`config.mk`:
```
export PLATFORM = sky130hd
export DESIGN_NAME = c_comment_stripper_flat
export DESIGN_NICKNAME = d
export VERILOG_FILES = /design/src/rtl/ccs_pkg.sv /design/src/rtl/ccs_in_if.sv /design/src/rtl/ccs_out_if.sv /design/src/rtl/ccs_core.sv /design/src/rtl/ccs_out_queue.sv /design/src/rtl/c_comment_stripper.sv /design/src/flat_wrapper.sv
export SDC_FILE = /design/constraint.sdc
export NUM_CORES = 1
export LEC_CHECK = 0
export BUFFER_PORTS_ARGS = -buffer_cell sky130_fd_sc_hd__buf_2
export CAP_MARGIN = 20
export CORE_MARGIN = 4
export CORE_UTILIZATION = 54
export DETAILED_ROUTE_END_ITERATION = 10
export GPL_ROUTABILITY_DRIVEN = 0
export PLACE_DENSITY = 0.76
export SETUP_SLACK_MARGIN = 0.1
export SLEW_MARGIN = 20
export SYNTH_ARGS = -nofsm -noshare
export SYNTH_HDL_FRONTEND = slang
export SYNTH_SLANG_ARGS = --single-unit
```
`constraint.sdc`:
```
create_clock -name i_clk -period 2.33 [get_ports i_clk]
set_input_delay 0.233 -clock i_clk [delete_from_list [all_inputs] [get_ports i_clk]]
set_output_delay 0.233 -clock i_clk [all_outputs]
set_load 0.005 [all_outputs]
```
`src/rtl/ccs_pkg.sv`:
```
// Package for the C comment stripper.
// Holds the character codes, item kinds and the result types shared by all but the interfaces.
// Depends on nothing.
package ccs_pkg;

    localparam logic [7:0] CH_STAR  = 8'h2A;
    localparam logic [7:0] CH_SLASH = 8'h2F;
    localparam logic [7:0] CH_QUOTE = 8'h22;

    localparam logic KIND_CHAR = 1'b0;
    localparam logic KIND_EOL  = 1'b1;

    localparam int QUEUE_DEPTH = 4;

    typedef struct packed {
        logic [7:0] out_char;
        logic       line_end;
        logic       last_of_run;
    } t_result;

    typedef struct packed {
        logic [1:0] count;
        t_result    first;
        t_result    second;
    } t_push;

endpackage

```
`src/rtl/ccs_in_if.sv`:
```
// Input channel of the C comment stripper: one source character or line end per beat.
// Depends on nothing.
interface ccs_in_if;
    logic       valid;
    logic       ready;
    logic       kind;
    logic [7:0] char_code;

    modport source (output valid, output kind, output char_code, input ready);
    modport sink (input valid, input kind, input char_code, output ready);
endinterface

```
`src/rtl/ccs_out_if.sv`:
```
// Output channel of the C comment stripper: one kept character or line end per beat.
// Depends on nothing.
interface ccs_out_if;
    logic       valid;
    logic       ready;
    logic [7:0] out_char;
    logic       line_end;
    logic       last_of_run;

    modport source (output valid, output out_char, output line_end, output last_of_run,
                    input ready);
    modport sink (input valid, input out_char, input line_end, input last_of_run,
                  output ready);
endinterface

```
`src/rtl/ccs_core.sv`:
```
// Comment recognizer of the C comment stripper: state flags and the results of one beat.
// Depends on ccs_pkg.
module ccs_core (
    input  logic            i_clk,
    input  logic            i_rst_n,
    input  logic            i_fire,
    input  logic            i_kind,
    input  logic [7:0]      i_char_code,
    output ccs_pkg::t_push  o_push
);

    logic r_in_block;
    logic r_in_string;
    logic r_pend_slash;
    logic r_pend_star;
    logic r_cutting;

    logic n_in_block;
    logic n_in_string;
    logic n_pend_slash;
    logic n_pend_star;
    logic n_cutting;

    logic [1:0]       cnt;
    logic [7:0]       ch0;
    logic [7:0]       ch1;
    logic             eol0;
    logic             eol1;
    logic             quote_hit;
    logic             str_flip;
    logic             plain_hold;

    assign quote_hit  = (i_char_code == ccs_pkg::CH_QUOTE);
    assign str_flip   = r_in_string ^ quote_hit;
    assign plain_hold = !str_flip && (i_char_code == ccs_pkg::CH_SLASH);

    always_comb begin
        n_in_block   = r_in_block;
        n_in_string  = r_in_string;
        n_pend_slash = r_pend_slash;
        n_pend_star  = r_pend_star;
        n_cutting    = r_cutting;
        cnt          = 2'd0;
        ch0          = i_char_code;
        ch1          = i_char_code;
        eol0         = 1'b0;
        eol1         = 1'b0;
        priority if (i_kind == ccs_pkg::KIND_EOL) begin
            if (r_pend_slash) begin
                cnt  = 2'd2;
                ch0  = ccs_pkg::CH_SLASH;
                ch1  = 8'd0;
                eol1 = 1'b1;
            end else begin
                cnt  = 2'd1;
                ch0  = 8'd0;
                eol0 = 1'b1;
            end
            n_in_string  = 1'b0;
            n_pend_slash = 1'b0;
            n_pend_star  = 1'b0;
            n_cutting    = 1'b0;
        end else if (r_cutting) begin
            cnt = 2'd0;
        end else if (r_in_block) begin
            if (r_pend_star && i_char_code == ccs_pkg::CH_SLASH) begin
                n_in_block  = 1'b0;
                n_pend_star = 1'b0;
            end else begin
                n_pend_star = (i_char_code == ccs_pkg::CH_STAR);
            end
        end else if (r_pend_slash) begin
            n_pend_slash = 1'b0;
            if (i_char_code == ccs_pkg::CH_SLASH) begin
                n_cutting = 1'b1;
            end else if (i_char_code == ccs_pkg::CH_STAR) begin
                n_in_block  = 1'b1;
                n_pend_star = 1'b0;
            end else begin
                n_in_string  = str_flip;
                n_pend_slash = plain_hold;
                ch0          = ccs_pkg::CH_SLASH;
                cnt          = plain_hold ? 2'd1 : 2'd2;
            end
        end else begin
            n_in_string  = str_flip;
            n_pend_slash = plain_hold;
            cnt          = plain_hold ? 2'd0 : 2'd1;
        end
    end

    always_comb begin
        o_push.count              = cnt;
        o_push.first.out_char     = ch0;
        o_push.first.line_end     = eol0;
        o_push.first.last_of_run  = (cnt == 2'd1);
        o_push.second.out_char    = ch1;
        o_push.second.line_end    = eol1;
        o_push.second.last_of_run = 1'b1;
    end

    always_ff @(posedge i_clk) begin
        if (!i_rst_n) begin
            r_in_block   <= 1'b0;
            r_in_string  <= 1'b0;
            r_pend_slash <= 1'b0;
            r_pend_star  <= 1'b0;
            r_cutting    <= 1'b0;
        end else if (i_fire) begin
            r_in_block   <= n_in_block;
            r_in_string  <= n_in_string;
            r_pend_slash <= n_pend_slash;
            r_pend_star  <= n_pend_star;
            r_cutting    <= n_cutting;
        end
    end

endmodule

```
`src/rtl/ccs_out_queue.sv`:
```
// Result queue of the C comment stripper: takes up to two results a cycle, sends one beat when ready.
// Depends on ccs_pkg.
module ccs_out_queue #(
    parameter int DEPTH = ccs_pkg::QUEUE_DEPTH
) (
    input  logic              i_clk,
    input  logic              i_rst_n,
    input  logic              i_push_en,
    input  ccs_pkg::t_push    i_push,
    output logic              o_room,
    output logic              o_valid,
    input  logic              i_ready,
    output ccs_pkg::t_result  o_result
);

    localparam int AW = $clog2(DEPTH);
    localparam int CW = $clog2(DEPTH + 1);

    ccs_pkg::t_result r_mem [DEPTH];
    logic [AW-1:0]    r_wr_ptr;
    logic [AW-1:0]    r_rd_ptr;
    logic [CW-1:0]    r_count;

    logic [AW-1:0]    wr_ptr_1;
    logic [1:0]       push_n;
    logic             pop;

    assign push_n   = i_push_en ? i_push.count : 2'd0;
    assign pop      = o_valid && i_ready;
    assign wr_ptr_1 = (r_wr_ptr == AW'(DEPTH - 1)) ? '0 : r_wr_ptr + AW'(1);
    assign o_valid  = (r_count != '0);
    assign o_room   = (r_count <= CW'(DEPTH - 2));
    assign o_result = r_mem[r_rd_ptr];

    always_ff @(posedge i_clk) begin
        if (push_n != 2'd0) begin
            r_mem[r_wr_ptr] <= i_push.first;
        end
        if (push_n == 2'd2) begin
            r_mem[wr_ptr_1] <= i_push.second;
        end
    end

    always_ff @(posedge i_clk) begin
        if (!i_rst_n) begin
            r_wr_ptr <= '0;
            r_rd_ptr <= '0;
            r_count  <= '0;
        end else begin
            if (push_n == 2'd1) begin
                r_wr_ptr <= wr_ptr_1;
            end else if (push_n == 2'd2) begin
                r_wr_ptr <= (wr_ptr_1 == AW'(DEPTH - 1)) ? '0 : wr_ptr_1 + AW'(1);
            end
            if (pop) begin
                r_rd_ptr <= (r_rd_ptr == AW'(DEPTH - 1)) ? '0 : r_rd_ptr + AW'(1);
            end
            r_count <= r_count + CW'(push_n) - CW'(pop);
        end
    end

endmodule

```
`src/rtl/c_comment_stripper.sv`:
```
// C comment stripper, top level. Depends on ccs_pkg, ccs_in_if, ccs_out_if, ccs_core
// and ccs_out_queue.
// Order: results of an accepted input beat are queued and offered in arrival order.
// Throughput: one input and one output beat per cycle, output while the sink is ready;
// the queue decides acceptance and takes a beat while it has room for two more results.
// Reset: synchronous; clears the comment and string flags and empties the queue.
module c_comment_stripper #(
    parameter int QUEUE_DEPTH = ccs_pkg::QUEUE_DEPTH
) (
    input  logic        i_clk,
    input  logic        i_rst_n,
    ccs_in_if.sink      i_src,
    ccs_out_if.source   o_res
);

    ccs_pkg::t_push   push;
    ccs_pkg::t_result head;
    logic             room;
    logic             fire;

    assign i_src.ready = room;
    assign fire        = i_src.valid && room;

    ccs_core u_core (
        .i_clk       (i_clk),
        .i_rst_n     (i_rst_n),
        .i_fire      (fire),
        .i_kind      (i_src.kind),
        .i_char_code (i_src.char_code),
        .o_push      (push)
    );

    ccs_out_queue #(
        .DEPTH (QUEUE_DEPTH)
    ) u_queue (
        .i_clk     (i_clk),
        .i_rst_n   (i_rst_n),
        .i_push_en (fire),
        .i_push    (push),
        .o_room    (room),
        .o_valid   (o_res.valid),
        .i_ready   (o_res.ready),
        .o_result  (head)
    );

    assign o_res.out_char    = head.out_char;
    assign o_res.line_end    = head.line_end;
    assign o_res.last_of_run = head.last_of_run;

endmodule

```
`src/flat_wrapper.sv`:
```
// flat-port wrapper written by rule: the top's interface ports become plain ports
module c_comment_stripper_flat 
#(
    parameter int QUEUE_DEPTH = ccs_pkg::QUEUE_DEPTH
)
  (i_clk, i_rst_n, i_src_valid, i_src_kind, i_src_char_code, i_src_ready, o_res_valid, o_res_out_char, o_res_line_end, o_res_last_of_run, o_res_ready);
  ccs_in_if i_src_i ();
  ccs_out_if o_res_i ();
  input  logic i_clk;
  input  logic i_rst_n;
  input wire logic [$bits(i_src_i.valid)-1:0] i_src_valid;
  input wire logic [$bits(i_src_i.kind)-1:0] i_src_kind;
  input wire logic [$bits(i_src_i.char_code)-1:0] i_src_char_code;
  output wire logic [$bits(i_src_i.ready)-1:0] i_src_ready;
  output wire logic [$bits(o_res_i.valid)-1:0] o_res_valid;
  output wire logic [$bits(o_res_i.out_char)-1:0] o_res_out_char;
  output wire logic [$bits(o_res_i.line_end)-1:0] o_res_line_end;
  output wire logic [$bits(o_res_i.last_of_run)-1:0] o_res_last_of_run;
  input wire logic [$bits(o_res_i.ready)-1:0] o_res_ready;
  assign i_src_i.valid = i_src_valid;
  assign i_src_i.kind = i_src_kind;
  assign i_src_i.char_code = i_src_char_code;
  assign i_src_ready = i_src_i.ready;
  assign o_res_valid = o_res_i.valid;
  assign o_res_out_char = o_res_i.out_char;
  assign o_res_line_end = o_res_i.line_end;
  assign o_res_last_of_run = o_res_i.last_of_run;
  assign o_res_i.ready = o_res_ready;
  c_comment_stripper #(.QUEUE_DEPTH(QUEUE_DEPTH)) u_core (.i_clk(i_clk), .i_rst_n(i_rst_n), .i_src(i_src_i), .o_res(o_res_i));
endmodule
```
After elaboration in Yosys (flattened, before gate mapping)
Memories as Yosys holds them, arrays and structs flattened. A register that Yosys moved wholly into a read port is not among the register bits. Cells that the tools add are included.

Flip-flop bits (word level): 12. Memories kept: 1. Input bits: 13. Output and inout port bits: 12. Logic and storage cells: 109. RAM bits: 40.

$add $sub $neg: 5. Reductions and logical operators: 14. Muxes and demuxes: 63. Bitwise gates (word level): 3. $lt $le $gt $ge: 1. Equal/unequal tests: 14.

Memories: u_core.u_queue.r_mem (depth 4, bits a word 10, rd ports 1, clocked after memory_dff 1, wr ports 2, RTL line ccs_out_queue.sv:19) `ccs_pkg::t_result r_mem [DEPTH];`.

Operators with widths (number): $mux 8 (8); $mux 1 (38); $mux 2 (16); $eq 8x6->1 const B (3); $reduce_and 5->1 (2); $ne 3x3->1 const B (3); $reduce_bool 3->1 (3); $eq 2x2->1 const B (4); $add 2x1->2 const B (3); $mux 6 (1); $reduce_and 3->1 (2); $eq 2x1->1 const B (2); $logic_and 1x1->1 (4); $ne 2x2->1 const B (2); $reduce_bool 2->1 (2); $add 3x2->3 (1); $le 3x2->1 const B (1); $sub 3x1->3 (1); $not 1->1 (2); $logic_not 1->1 (1); $xor 1x1->1 (1).

Depth between registers and ports, before layout
Word-level depth: 15. Gate-level depth with buffers: 11. Mapped depth without buffers: 10.

Hierarchy
Synthesis repeated with hierarchy kept, for this count alone.

Cells, all modules: 249. Area, all modules: 3145.5 um2.

By module, submodules not included: ccs_out_queue (cells an instance 170, area each 2576.2 um2, sequential area each 1381.3 um2, times used 1); ccs_core (cells an instance 78, area each 563.0 um2, sequential area each 100.1 um2, times used 1); c_comment_stripper (cells an instance 1, area each 6.3 um2, sequential area each 0.0 um2, times used 1).

Least setup slack after synthesis
No wires, ideal clock.

Kind: flip-flop to flip-flop. Start point: register u_core.u_core.r_cutting. End point: register u_core.u_queue.r_count[2]. Period minus slack after synthesis: 2.388 ns. Setup time: 0.117 ns. Stages on the path, launching flop included: 11. Setup slack: -0.058 ns. Buffers on the path: 0. Data required time: 2.213 ns. Arrival time: 2.271 ns. Path through: dfxtp_1 -> o21ba_2 -> and4bb_2 -> a21boi_2 -> xnor2_1 -> ha_1 -> inv_1 -> fa_1 -> xnor2_1 -> xnor2_1 -> nor2_1.

Word-level cells in the longest chain between the ends: 5.

RTL lines: start, declared (RTL line ccs_core.sv:16) `logic r_cutting;`; start signal, assigned (RTL line ccs_core.sv:114) `r_cutting <= n_cutting;`; $mux 2 (RTL line ccs_core.sv:63) `end else if (r_cutting) begin`; $mux 2 (RTL line ccs_core.sv:48) `priority if (i_kind == ccs_pkg::KIND_EOL) begin`; $mux 2 (RTL line ccs_out_queue.sv:28) `assign push_n = i_push_en ? i_push.count : 2'd0;`; $add 3x2->3 (RTL line ccs_out_queue.sv:58) `r_count <= r_count + CW'(push_n) - CW'(pop);`; $sub 3x1->3 (RTL line ccs_out_queue.sv:58); end signal, assigned (RTL line ccs_out_queue.sv:58); end, declared (RTL line ccs_out_queue.sv:22) `logic [CW-1:0] r_count;`.

No other way between the ends. A chain may end at the register's enable or synchronous reset.

Final worst setup path
Ends and elaborated chain as after synthesis.

==> metrics.md <==
| Metric | Value |
|---|---|
| Vias post-DR | `2,274` |
| Worst Skew | `0.00584 ns` |
| R2r setup slk | `0.07 ns` |
| Vias in the first global route | `2,146` |
| Clock Pin Slew Worst Setup and Hold Paths | `0.10 ns` |
| DPL Wire Length | `5030 um` |
| Root buffer cell | `clkbuf_8` |
| Hold_sp | `i_rst_n` |
| DR DRC count | `0` |
| Worst setup SP type | `register` |
| Share of layout cells above drive strength 1 | `32.7%` |
| Syn nets | `approximately 280` |
| Routed vias/inst | `6.00` |
| Power density cells | `799 nW/um2` |
| DIE WIDTH | `81.3 um` |
| Worst Path Arrival | `2.46 ns` |
| Synthesis-to-finish area growth | `21.7%` |
| N_diodes | `0` |
| Status | `finished clean` |
| TritonCTS clock tree | `yes` |
| #FFs+latches synth | `54` |
| DR iter-0 viols | `342` |
| Tcrit/Tclk final | `96.8%` |
| Relative slew slack | `between 60 and 70%` |
| Final setup margin | `0.0735 ns` |
| DRT Wirelength | `6770 um` |
| Rows | `26` |
| Ys Warns | `0` |
| CP endpoint kind | `register` |
| Final cell count without fillers | `379` |
| Crit path launch | `u_core.u_core.r_cutting` |
| Post-synth ARST share | `0%` |
| Mapped Area | `2900 um2` |
| Met1 GRT Util | `29.2%` |
| Antenna violations before repair | `0` |
| Tmin final | `2.26 ns` |
| R2r startpoint | `u_core.u_core.r_cutting` |
| Overflow after GRT | `0` |
| Fin util | `68.3%` |
| Final Hold Viols | `0` |
| Setup violations, final | `0` |
| Yosys top cell area share | `37.2%` |
| Hold_ws | `0.185 ns` |
| Area contributors post-synth | `edfxtp_1 37%, dfxtp_1 12%, mux4_2 7.8%` |
| Met3 Track Usage GR | `3.77%` |
| Core area | `just over 5000 um2` |
| IO Pins | `25` |
| Fin nets | `roughly 330` |
| Worst slew pin tran | `0.597 ns` |
| Cell count after placement | `around 370` |
| Max-capacitance violation count | `0` |
| DRT Pass-1 Iters | `5` |
| DRT antenna net count | `0` |
| First-pass GRT wire length | `10,900 um` |
| Most used DFF post-synth | `edfxtp_1` |
| Drt wl/cell | `17.9 um` |
| Setup Slack @ Placement | `-0.0131 ns` |
| Fmax | `443 MHz` |
| Unrepaired setup endpoints after global routing | `yes` |
| Placed inst area | `3350 um2` |
| Clock buffer depth | `2` |
| Min-Delay Path Class | `input pin to register` |
| Clock sinks | `54` |
| Design area | `3530 um2` |
| Cts hold-fix bufs | `0` |
| Sequential area share after synthesis | `49.6%` |
| P_leak | `between 1 and 1.5 nW` |
| GR Util All Layers | `between 20% and 30%` |
| Post-Synthesis Cells | `252` |
| Initial Util | `56.1%` |
| Synth area leader | `edfxtp_1` |
| Worst-Skew Late Latency | `0.31 ns` |
| Avg Inst Size Synth | `~12 um2` |
| Number of synthesized flops with an enable pin | `36` |
| Largest net degree at the start of global routing | `17` |
| Max rail drop VDD | `approximately 0.48 mV` |
| Fin. max-slew vios | `0` |
| Die area | `6620 um2` |
| # port buffers | `24` |
| Vert. Die Dim | `81.3 um` |
| Met2 Use GR | `37.0%` |
| Worst EP required | `2.53 ns` |
| Htree depth | `2` |
| Crit Path Category | `register to register` |
| Most Crowded Layer GR | `met2` |
| TritonCTS Buffers | `5` |
| Post-synth cell types | `52` |
| CP Max Fanout | `3` |
cell type report:
type / count / area [um2]
inverters: 13 / 48.8
fillers: 366 / 1640
flip-flops and latches: 54 / 1450
multi-input cells: 173 / 1410
repair buffers: 61 / 410
clock inverters: 3 / 63.8
clock buffers: 5 / 68.8
well taps: 70 / 87.6
cells by family (layout without fill, tap and decap cells):
kind of cell             Yosys count  count (layout)  share of synthesized area, %
AND/OR/NAND/NOR                   77              77                          14.9
XOR/XNOR                           4               4                          1.21
buffers and inverters             25              82                          3.62
flip-flops                        54              54                          49.6
adder cells (fa/ha/maj)           10              10                          4.57
AO/OA/AOI/OAI                     71              71                          18.0
multiplexers                      11              11                          8.10
report_power, final:
part,switching [mW],internal (mW)
sequential,0.0715,1.15
clock,0.299,0.425
combinational,0.437,0.439
metal layers:
layer / wire (um) / up-vias
met5: 0 / -
met4: 102 / 0
met3: 523 / 12
met2: 3360 / 112
met1: 2780 / 1074
li1: - / 1076
critical path: stages (launching register included):
cell and delay [ns]:
dfxtp_4 0.36, o21ba_4 0.21, and4bb_2 0.30, a21boi_4 0.22
xnor2_2 0.13, ha_2 0.19, inv_2 0.03, fa_2 0.34
xnor2_2 0.14, xnor2_1 0.16, nor2_1 0.05
synthesized netlist by cell type, drive strengths merged (9+ instances only):
cell type	n
a21oi	17
and2	13
dfxtp	18
edfxtp	36
ha	9
inv	12
mux4	10
nand2	15
nor2	14
nor3	12
o21ai	11
worst paths after layout:
check                                             endpoint  cells past startpoint
worst max-delay path             u_core.u_queue.r_count[2]                     10
worst min-delay path             u_core.u_core.r_in_string                      2
worst max register to register   u_core.u_queue.r_count[2]                     10
worst min register to register  u_core.u_queue.r_mem[0][0]                      2
layout by cell type (no fill, tap or decap), types with 8 or more instances in the layout:
cell	count
dfxtp_1	16
nand2_1	15
buf_4	36
a21oi_1	15
edfxtp_1	36
inv_1	11
mux4_2	10
nor2_1	12
buf_2	24
nor3_1	12
and2_1	13
o21ai_0	10
ha_1	8
metrics by stage:
stage | power (mW) | setup TNS [ns]
6_report | 2.82 | 0
4_1_cts | 2.82 | 0
2_1_floorplan | 1.79 | 0
5_1_grt | 2.97 | -0.0401
3_5_place_dp | 2.10 | -0.115
3_3_place_gp | 2.08 | 0
state kept, by name (all words and copies together) (netlist names), named ones only:
name                        cells
u_core.u_core.r_cutting         1
u_core.u_core.r_pend_star       1
u_core.u_queue.r_mem           40
u_core.u_core.r_in_block        1
u_core.u_queue.r_count          3
u_core.u_queue.r_rd_ptr         2
u_core.u_core.r_pend_slash      1
u_core.u_queue.r_wr_ptr         2
u_core.u_core.r_in_string       1
repair_timing:
action                                  in CTS  in global routing
pin swaps                                    4                  4
buffers inserted                             2                  1
endpoints found under the setup margin      13                 20
resized for setup                            3                  6
Note: power is estimated with default switching activity, not from simulation.
